===== config.mk =====
export PLATFORM = sky130hd
export DESIGN_NAME = histogram_binning_with_cut_table
export DESIGN_NICKNAME = d
export VERILOG_FILES = /design/src/hdl/hbc_pkg.sv /design/src/hdl/histogram_binning_with_cut_table.sv /design/src/hdl/hbc_front.sv /design/src/hdl/hbc_fifo.sv /design/src/hdl/hbc_back.sv
export SDC_FILE = /design/constraint.sdc
export NUM_CORES = 2
export LEC_CHECK = 0
export ABC_CLOCK_PERIOD_IN_PS = 16000
export BUFFER_PORTS_ARGS = -buffer_cell sky130_fd_sc_hd__buf_2
export CAP_MARGIN = 20
export CORE_MARGIN = 5
export CORE_UTILIZATION = 40
export CTS_CLUSTER_DIAMETER = 100
export DETAILED_ROUTE_END_ITERATION = 6
export GPL_TIMING_DRIVEN = 0
export HOLD_SLACK_MARGIN = 0.08
export PLACE_DENSITY = 0.51
export SLEW_MARGIN = 10
export SYNTH_ARGS = -nofsm -noshare
export SYNTH_HDL_FRONTEND = slang
export SYNTH_SLANG_ARGS = --single-unit

===== constraint.sdc =====
create_clock -name clk -period 16 [get_ports clk]
set_input_delay 0.8 -clock clk [delete_from_list [all_inputs] [get_ports clk]]
set_output_delay 0.8 -clock clk [all_outputs]
set_load 0.005 [all_outputs]

===== src/hdl/hbc_pkg.sv =====
// ----------------------------------------------------------------------------
// hbc_pkg: shared types, codes and helpers
// Request/result payloads, status and request codes, and the decoded
// operation that travels from the front end to the count engine.
// ----------------------------------------------------------------------------
package hbc_pkg;

  localparam int MAX_BINS   = 16;
  localparam int EDGE_SLOTS = MAX_BINS + 1;
  localparam int VALUE_BITS = 32;
  localparam int CNT_W      = 32;
  localparam int SLOT_W     = 5;
  localparam int BIN_W      = 4;
  localparam int STAT_W     = 3;
  localparam int Q_DEPTH    = 4;
  localparam int Q_AW       = $clog2(Q_DEPTH);

  // request codes
  localparam logic [1:0] REQ_ADD   = 2'd0;
  localparam logic [1:0] REQ_EDGE  = 2'd1;
  localparam logic [1:0] REQ_READ  = 2'd2;
  localparam logic [1:0] REQ_CLEAR = 2'd3;

  // status codes
  localparam logic [STAT_W-1:0] ST_BINNED = 3'd0;
  localparam logic [STAT_W-1:0] ST_BELOW  = 3'd1;
  localparam logic [STAT_W-1:0] ST_ABOVE  = 3'd2;
  localparam logic [STAT_W-1:0] ST_GAP    = 3'd3;
  localparam logic [STAT_W-1:0] ST_REJECT = 3'd4;
  localparam logic [STAT_W-1:0] ST_DONE   = 3'd5;

  // configuration register indexes
  localparam logic [1:0] CFG_LOWER = 2'd0;
  localparam logic [1:0] CFG_UPPER = 2'd1;
  localparam logic [1:0] CFG_EDGES = 2'd2;

  typedef struct packed {
    logic [1:0]                   req_type;
    logic signed [VALUE_BITS-1:0] value;
    logic [SLOT_W-1:0]            slot;
  } hbc_in_t;

  typedef struct packed {
    logic [STAT_W-1:0] status;
    logic [BIN_W-1:0]  bin_number;
    logic [CNT_W-1:0]  bin_total;
    logic [CNT_W-1:0]  below_total;
    logic [CNT_W-1:0]  above_total;
    logic [CNT_W-1:0]  population;
  } hbc_out_t;

  // classified request: status already decided for samples and edge writes
  typedef struct packed {
    logic [1:0]        req;
    logic [STAT_W-1:0] status;
    logic [SLOT_W-1:0] idx;     // bin hit for a sample, slot for a read
  } hbc_op_t;

  function automatic logic [CNT_W-1:0] sat_inc(input logic [CNT_W-1:0] c);
    return (c == {CNT_W{1'b1}}) ? c : c + 1'b1;
  endfunction

endpackage


===== src/hdl/histogram_binning_with_cut_table.sv =====
// ----------------------------------------------------------------------------
// histogram_binning_with_cut_table: histogram engine with programmable edges
// Classifies Q16.16 samples against an edge table and keeps saturating
// bin, below, above and population counts.
// ----------------------------------------------------------------------------
// Usage:
//   Requests enter on in_push/in_full as a queue: a request is taken at a
//   clock edge with in_push high and in_full low. Kinds: add sample, write
//   edge, read bin count, clear counts. Each request gives one result.
//   Results leave on out_empty/out_pop: the oldest result sits on out_data
//   while out_empty is low and is taken at an edge with out_pop high.
//   Config registers (lower bound, upper bound, edges in use) are written
//   through cfg_valid/cfg_ready/cfg_index/cfg_data; cfg_ready is always
//   high. Write config only while no request is in flight.
//   A taken request is written into the queue, then moves into the result
//   register and shows on out_data; a stall can hold it in the queue.
//   Throughput: one request per cycle while in_full is low, set by the
//   combinational compare of a sample against all edges in the front end
//   and the count update the back end makes as it takes each operation.
//   A stalled receiver holds the result register; the four-entry queue
//   between front and back then fills and in_full rises.
//   Reset clears counts and config (lower 0, upper 65536, edges in use 2);
//   edges are undefined until written.
// ----------------------------------------------------------------------------
module histogram_binning_with_cut_table import hbc_pkg::*; (
  input  logic                  clk,
  input  logic                  rst_n,
  input  logic                  in_push,
  input  hbc_in_t               in_data,
  output logic                  in_full,
  output logic                  out_empty,
  input  logic                  out_pop,
  output hbc_out_t              out_data,
  input  logic                  cfg_valid,
  output logic                  cfg_ready,
  input  logic [1:0]            cfg_index,
  input  logic [VALUE_BITS-1:0] cfg_data
);

  // decoded request stream between front end and count engine
  logic    op_push, op_full, op_pop, op_empty;
  hbc_op_t op_wr, op_rd;

  hbc_front u_front (
    .clk       (clk),
    .rst_n     (rst_n),
    .in_push   (in_push),
    .in_data   (in_data),
    .in_full   (in_full),
    .cfg_valid (cfg_valid),
    .cfg_ready (cfg_ready),
    .cfg_index (cfg_index),
    .cfg_data  (cfg_data),
    .op_push   (op_push),
    .op_data   (op_wr),
    .op_full   (op_full)
  );

  hbc_fifo u_fifo (
    .clk     (clk),
    .rst_n   (rst_n),
    .push    (op_push),
    .wr_data (op_wr),
    .full    (op_full),
    .pop     (op_pop),
    .rd_data (op_rd),
    .empty   (op_empty)
  );

  hbc_back u_back (
    .clk       (clk),
    .rst_n     (rst_n),
    .op_data   (op_rd),
    .op_empty  (op_empty),
    .op_pop    (op_pop),
    .out_pop   (out_pop),
    .out_empty (out_empty),
    .out_data  (out_data)
  );

  // a binned sample always leaves a nonzero bin count
  a_binned_nonzero: assert property (@(posedge clk) disable iff (!rst_n)
    (!out_empty && out_data.status == ST_BINNED) |-> (out_data.bin_total != '0))
    else $error("binned result with zero bin count");

  // every below or above sample counts toward the population
  a_below_pop: assert property (@(posedge clk) disable iff (!rst_n)
    (!out_empty && (out_data.status == ST_BELOW || out_data.status == ST_ABOVE))
      |-> (out_data.population != '0))
    else $error("classified sample missing from population");

  // the engine only drains the queue when the result register is free or being taken
  a_no_overwrite: assert property (@(posedge clk) disable iff (!rst_n)
    (op_pop && !out_empty) |-> out_pop)
    else $error("result register overwritten while held");

endmodule


===== src/hdl/hbc_front.sv =====
// ----------------------------------------------------------------------------
// hbc_front: request intake and classification
// Holds the configuration and the edge table, compares a sample against
// all edges at once and queues the decoded operation.
// ----------------------------------------------------------------------------
module hbc_front import hbc_pkg::*; (
  input  logic                  clk,
  input  logic                  rst_n,
  input  logic                  in_push,
  input  hbc_in_t               in_data,
  output logic                  in_full,
  input  logic                  cfg_valid,
  output logic                  cfg_ready,
  input  logic [1:0]            cfg_index,
  input  logic [VALUE_BITS-1:0] cfg_data,
  output logic                  op_push,
  output hbc_op_t               op_data,
  input  logic                  op_full
);

  logic signed [VALUE_BITS-1:0] lower_r, upper_r;
  logic [SLOT_W-1:0]            edges_r;
  logic signed [VALUE_BITS-1:0] edge_r [EDGE_SLOTS];

  logic                         accept;
  logic signed [VALUE_BITS-1:0] x;
  logic [SLOT_W-1:0]            ne, nb;
  logic [MAX_BINS-1:0]          hit;
  logic                         any_hit;
  logic [BIN_W-1:0]             hit_idx;
  logic                         reject;

  assign cfg_ready = 1'b1;
  assign in_full   = op_full;
  assign accept    = in_push && !op_full;
  assign op_push   = accept;
  assign x         = in_data.value;

  always_ff @(posedge clk) begin
    if (!rst_n) begin
      lower_r <= '0;
      upper_r <= VALUE_BITS'(65536);
      edges_r <= SLOT_W'(2);
    end else if (cfg_valid) begin
      case (cfg_index)
        CFG_LOWER: lower_r <= cfg_data;
        CFG_UPPER: upper_r <= cfg_data;
        CFG_EDGES: edges_r <= cfg_data[SLOT_W-1:0];
        default: ;
      endcase
    end
  end

  // clamp edge count, derive bins in use
  always_comb begin
    ne = (edges_r > SLOT_W'(EDGE_SLOTS)) ? SLOT_W'(EDGE_SLOTS) : edges_r;
    nb = (ne < SLOT_W'(2)) ? '0 : ne - 1'b1;
  end

  always_comb begin
    for (int i = 0; i < MAX_BINS; i++) begin
      hit[i] = (SLOT_W'(i) < nb) && (edge_r[i] <= x) && (x < edge_r[i+1]);
    end
  end

  // lowest numbered bin wins
  always_comb begin
    any_hit = |hit;
    hit_idx = '0;
    for (int i = MAX_BINS - 1; i >= 0; i--) begin
      if (hit[i]) hit_idx = BIN_W'(i);
    end
  end

  assign reject = (in_data.slot >= SLOT_W'(EDGE_SLOTS)) || (x < lower_r) || (x > upper_r);

  always_comb begin
    op_data.req    = in_data.req_type;
    op_data.status = ST_DONE;
    op_data.idx    = in_data.slot;
    case (in_data.req_type)
      REQ_ADD: begin
        op_data.idx = {1'b0, hit_idx};
        if (x < lower_r)       op_data.status = ST_BELOW;
        else if (any_hit)      op_data.status = ST_BINNED;
        else if (x >= upper_r) op_data.status = ST_ABOVE;
        else                   op_data.status = ST_GAP;
      end
      REQ_EDGE: op_data.status = reject ? ST_REJECT : ST_DONE;
      default:  op_data.status = ST_DONE;
    endcase
  end

  always_ff @(posedge clk) begin
    if (accept && in_data.req_type == REQ_EDGE && !reject) begin
      edge_r[in_data.slot] <= x;
    end
  end

endmodule


===== src/hdl/hbc_fifo.sv =====
// ----------------------------------------------------------------------------
// hbc_fifo: operation queue
// Small register queue between the front end and the count engine.
// ----------------------------------------------------------------------------
module hbc_fifo import hbc_pkg::*; (
  input  logic    clk,
  input  logic    rst_n,
  input  logic    push,
  input  hbc_op_t wr_data,
  output logic    full,
  input  logic    pop,
  output hbc_op_t rd_data,
  output logic    empty
);

  hbc_op_t         mem_r [Q_DEPTH];
  logic [Q_AW-1:0] wr_ptr_r, rd_ptr_r;
  logic [Q_AW:0]   cnt_r, cnt_nxt;
  logic            do_push, do_pop;

  assign full    = (cnt_r == (Q_AW+1)'(Q_DEPTH));
  assign empty   = (cnt_r == '0);
  assign do_push = push && !full;
  assign do_pop  = pop && !empty;
  assign rd_data = mem_r[rd_ptr_r];

  always_comb begin
    cnt_nxt = cnt_r;
    if (do_push && !do_pop) cnt_nxt = cnt_r + 1'b1;
    if (do_pop && !do_push) cnt_nxt = cnt_r - 1'b1;
  end

  always_ff @(posedge clk) begin
    if (!rst_n) begin
      wr_ptr_r <= '0;
      rd_ptr_r <= '0;
      cnt_r    <= '0;
    end else begin
      cnt_r <= cnt_nxt;
      if (do_push) wr_ptr_r <= wr_ptr_r + 1'b1;
      if (do_pop)  rd_ptr_r <= rd_ptr_r + 1'b1;
    end
  end

  always_ff @(posedge clk) begin
    if (do_push) mem_r[wr_ptr_r] <= wr_data;
  end

endmodule


===== src/hdl/hbc_back.sv =====
// ----------------------------------------------------------------------------
// hbc_back: count engine
// Applies queued operations to the counters and holds the result register.
// ----------------------------------------------------------------------------
module hbc_back import hbc_pkg::*; (
  input  logic     clk,
  input  logic     rst_n,
  input  hbc_op_t  op_data,
  input  logic     op_empty,
  output logic     op_pop,
  input  logic     out_pop,
  output logic     out_empty,
  output hbc_out_t out_data
);

  logic [CNT_W-1:0] bin_r [MAX_BINS];
  logic [CNT_W-1:0] below_r, above_r, pop_r;
  logic [CNT_W-1:0] below_nxt, above_nxt, pop_nxt;
  logic             valid_r;
  hbc_out_t         res_r, res_nxt;

  logic [BIN_W-1:0] bidx;
  logic [CNT_W-1:0] rd_cnt, bin_new;
  logic             bin_we, bin_clr;

  assign op_pop    = !op_empty && (!valid_r || out_pop);
  assign out_empty = !valid_r;
  assign out_data  = res_r;
  assign bidx      = op_data.idx[BIN_W-1:0];
  assign rd_cnt    = bin_r[bidx];
  assign bin_new   = sat_inc(rd_cnt);

  always_comb begin
    below_nxt = below_r;
    above_nxt = above_r;
    pop_nxt   = pop_r;
    bin_we    = 1'b0;
    bin_clr   = 1'b0;
    res_nxt.status     = op_data.status;
    res_nxt.bin_number = '0;
    res_nxt.bin_total  = '0;
    case (op_data.req)
      REQ_ADD: begin
        pop_nxt = sat_inc(pop_r);
        case (op_data.status)
          ST_BELOW: below_nxt = sat_inc(below_r);
          ST_ABOVE: above_nxt = sat_inc(above_r);
          ST_BINNED: begin
            bin_we             = 1'b1;
            res_nxt.bin_number = bidx;
            res_nxt.bin_total  = bin_new;
          end
          default: ;
        endcase
      end
      REQ_READ: begin
        if (op_data.idx < SLOT_W'(MAX_BINS)) begin
          res_nxt.bin_number = bidx;
          res_nxt.bin_total  = rd_cnt;
        end
      end
      REQ_CLEAR: begin
        bin_clr   = 1'b1;
        below_nxt = '0;
        above_nxt = '0;
        pop_nxt   = '0;
      end
      default: ;
    endcase
    res_nxt.below_total = below_nxt;
    res_nxt.above_total = above_nxt;
    res_nxt.population  = pop_nxt;
  end

  always_ff @(posedge clk) begin
    if (!rst_n) begin
      valid_r <= 1'b0;
      below_r <= '0;
      above_r <= '0;
      pop_r   <= '0;
      for (int i = 0; i < MAX_BINS; i++) bin_r[i] <= '0;
    end else begin
      if (op_pop) begin
        valid_r <= 1'b1;
        below_r <= below_nxt;
        above_r <= above_nxt;
        pop_r   <= pop_nxt;
        if (bin_clr) begin
          for (int i = 0; i < MAX_BINS; i++) bin_r[i] <= '0;
        end else if (bin_we) begin
          bin_r[bidx] <= bin_new;
        end
      end else if (out_pop) begin
        valid_r <= 1'b0;
      end
    end
  end

  always_ff @(posedge clk) begin
    if (op_pop) res_r <= res_nxt;
  end

endmodule

==> impl_results.md <==
- Status: finished, final reports clean
- CTS H-tree lvls: 4
- Die W: 430.7 um
- RSZ-0062 raised after global routing: false
- Tmin final: 6329 ps
- Clk Tree Root Cell: clkbuf_16
- WP data arrival: 6860 ps
- Post-synth EDFFs: 1,231
- CTS resizes: 0
- Maxcap violations: 0
- CP most frequent cell: buf_2
- Vias per std cell: 5.303
- Core Util, Final: 0.4624
- CP Data Required Time: 16,530 ps
- WL/cell: 22.73 um
- Cell Pwr Density: 143.9 nW/um^2
- Crit-path max FO: 10
- # rows: 154
- Routed Antenna Nets: 0
- Postcts setup bufs: 0
- Clock Sinks: 1,406
- Synth Cell Area: 70,800 um^2
- Via count: 46,700
- GRT Util Overall: 0.2123
- Setup violations, final: 0
- Vias in the first global route: 45,990
- Clock latency on the worst-skew pair: 790 ps
- Slew Limit Fails: 0
- Unique masters post-synth: 106
- Crit-path slowest cell: xor2_2
- Final worst-path cycle share: 0.3955
- Area grow syn2layout: 15.02%
- Placed inst area: 76,290 um^2
- Commonest non-fill, non-tap cell in the layout: edfxtp_1
- Synth Net Count: 6,583
- Most frequent cells in the layout: 1,231 x edfxtp_1, 733 x nor2_1, 633 x inv_1
- Leakage: 0.03190 uW
- GRT Residual Overflow: 0
- Slowest stage delay, CP: 530 ps
- Post-synth top flop: edfxtp_1
- Hold Fails Final Rpt: 0
- Post-Route WL: 200,100 um
- TritonCTS Buffers: 163
- Final setup TNS: 0 ps
- DP Wirelength: 135,700 um
- Fin Hold WS: 282.9 ps
- Seq/Total Area, Yosys: 0.5716
- Worst slew pin tran: 1188 ps
- Global-route wire length before repair: 294,900 um
- CTS tree: done
- Initial Utilization: 0.4020
- Crit path cell chain: clkbuf_2, mux4_2, buf_6, buf_6, buf_2, buf_2, buf_2, mux4_2, a22oi_1, nand2_2, ha_1, inv_1, or2_2, o2111ai_4, nor2_2, nand3_1, xor2_2, buf_4, nor2_1
- CP Class: flop to flop
- Die ar.: 185,500 um^2
- Buffers on Ports: 213
- Initial antenna violation count: 9
- Max rail drop VDD: 0.0001271 V
- Post-Route Skew: 31.79 ps
- Hold crit path type: input port to flop
- Async SR Flop Fraction: 0
- Clk slew on worst S/H paths: 60 ps
- Startpoint types: flop
- # hold bufs at CTS: 0
- Drt first pass iters: 5
- Pre-CTS WS: 8941 ps
- Worst setup margin: 9671 ps
- Deepest clock path buffer count: 3
- Initial DRC count: 3,715
- DR DRC count: 0
- Synth warn: 0
- Nets: 7,024
- FF+latch count, synth: 1,406
- CP top delay family: buffers and inverters
- Core area: 176,100 um^2
- Final instance area: 81,430 um^2
- Largest net degree at the start of global routing: 56
- Post-Syn Area per Cell: 12.03 um^2
- CP Capture Type: flop
- Gp weighted congestion: 0.8256
- Layout cells sized above 1: 0.1285
- Slew HR: 0.2078
- Num ports: 216
- FMAX: 0.1580 GHz
- Die height: 430.7 um
- Buf/Inv on CP: 8
- Gate Count Post-Synth: 5,885
[worst register-to-register path, cell delays in order, from the launching register on]
cell	delay, ps
dfxtp_1	310
clkbuf_2	280
mux4_2	460
buf_6	260
buf_6	270
buf_2	430
buf_2	450
buf_2	390
mux4_2	370
a22oi_1	390
nand2_2	210
ha_1	290
inv_1	170
or2_2	200
o2111ai_4	200
nor2_2	270
nand3_1	220
xor2_2	530
buf_4	300
nor2_1	60
[layout make-up]
type                       count  area (um^2)
clock inverter                84        673.1
tap                         2340         2928
sequential                  1406        40470
fill                       16180        94680
inverter                     636         2387
timing repair buffer         276         2380
buffer                       213         1107
antenna                        4        10.01
multi-input combinational   3630        27020
clock buffer                 216         4463
[cells in the mapped netlist (119+ instances only)]
cell type  instances  area share
a21oi_1          210       0.015
o21ai_0          178       0.013
clkbuf_1         129      0.0068
edfxtp_1        1231        0.52
nand2_1          477       0.025
mux4_2           128       0.041
nor2_1           749       0.040
ha_1             619        0.11
dfxtp_1          175       0.049
a21boi_0         119       0.013
inv_1            634       0.034
nand4_1          140       0.012
[cells by family (layout without fill, tap and decap cells)]
group,after synthesis,count (layout),share of synthesized area
muxes,187,187,0.05191
xor gates and xnor gates,117,117,0.01670
DFF,1406,1406,0.5716
other,1,5,0.00005297
and+or+nand+nor,1815,1815,0.1180
AOI/OAI and AO/OA,890,890,0.08278
adders and majority gates,620,620,0.1097
buffers and inverters,849,1425,0.04931
[flip-flops by register name (all words and copies together), names as in the netlist, named ones only]
register,flops
u_back.valid_r,1
u_fifo.mem_r,40
u_back.pop_r,32
u_front.lower_r,32
u_back.below_r,32
u_back.above_r,32
u_fifo.rd_ptr_r,2
u_back.bin_r,512
u_fifo.wr_ptr_r,2
u_front.edge_r,544
u_front.upper_r,32
u_front.edges_r,5
u_fifo.cnt_r,3
u_back.out_data,135
[per-stage QoR]
step	instances	total power, uW
3_3_place_gp	8438	8144
3_5_place_dp	8501	8185
6_report	8805	11720
2_1_floorplan	5885	6708
4_1_cts	8801	11820
5_1_grt	8802	12240
[report_power, final]
group	switching (uW)	internal, uW	leakage (uW)	total (uW)
Sequential	131	4520	0.0134	4650
Combinational	2390	1070	0.0160	3460
Clock	1520	2090	0.00250	3610
Total	4040	7680	0.0319	11700
[routing by layer]
metal | routed length (um) | GRT usage
met5 | 27 | 0
met1 | 88770 | 0.2859
met3 | 11110 | 0.03922
met4 | 6085 | 0.06434
met2 | 94130 | 0.3501
[worst paths after layout]
kind	from	to	slack (ps)	depth (start not counted)
worst max register to register	flop	u_back.bin_r[6][31]$_SDFFCE_PN0P_	9670	19
worst max-delay path	flop	u_back.bin_r[6][31]$_SDFFCE_PN0P_	9670	19
worst min register to register	u_front.lower_r[17]$_SDFFE_PN0P_	u_front.lower_r[17]$_SDFFE_PN0P_	460	2
worst min-delay path	cfg_data[17]	u_front.lower_r[17]$_SDFFE_PN0P_	280	3
Note: power is estimated with default switching activity, not from simulation.
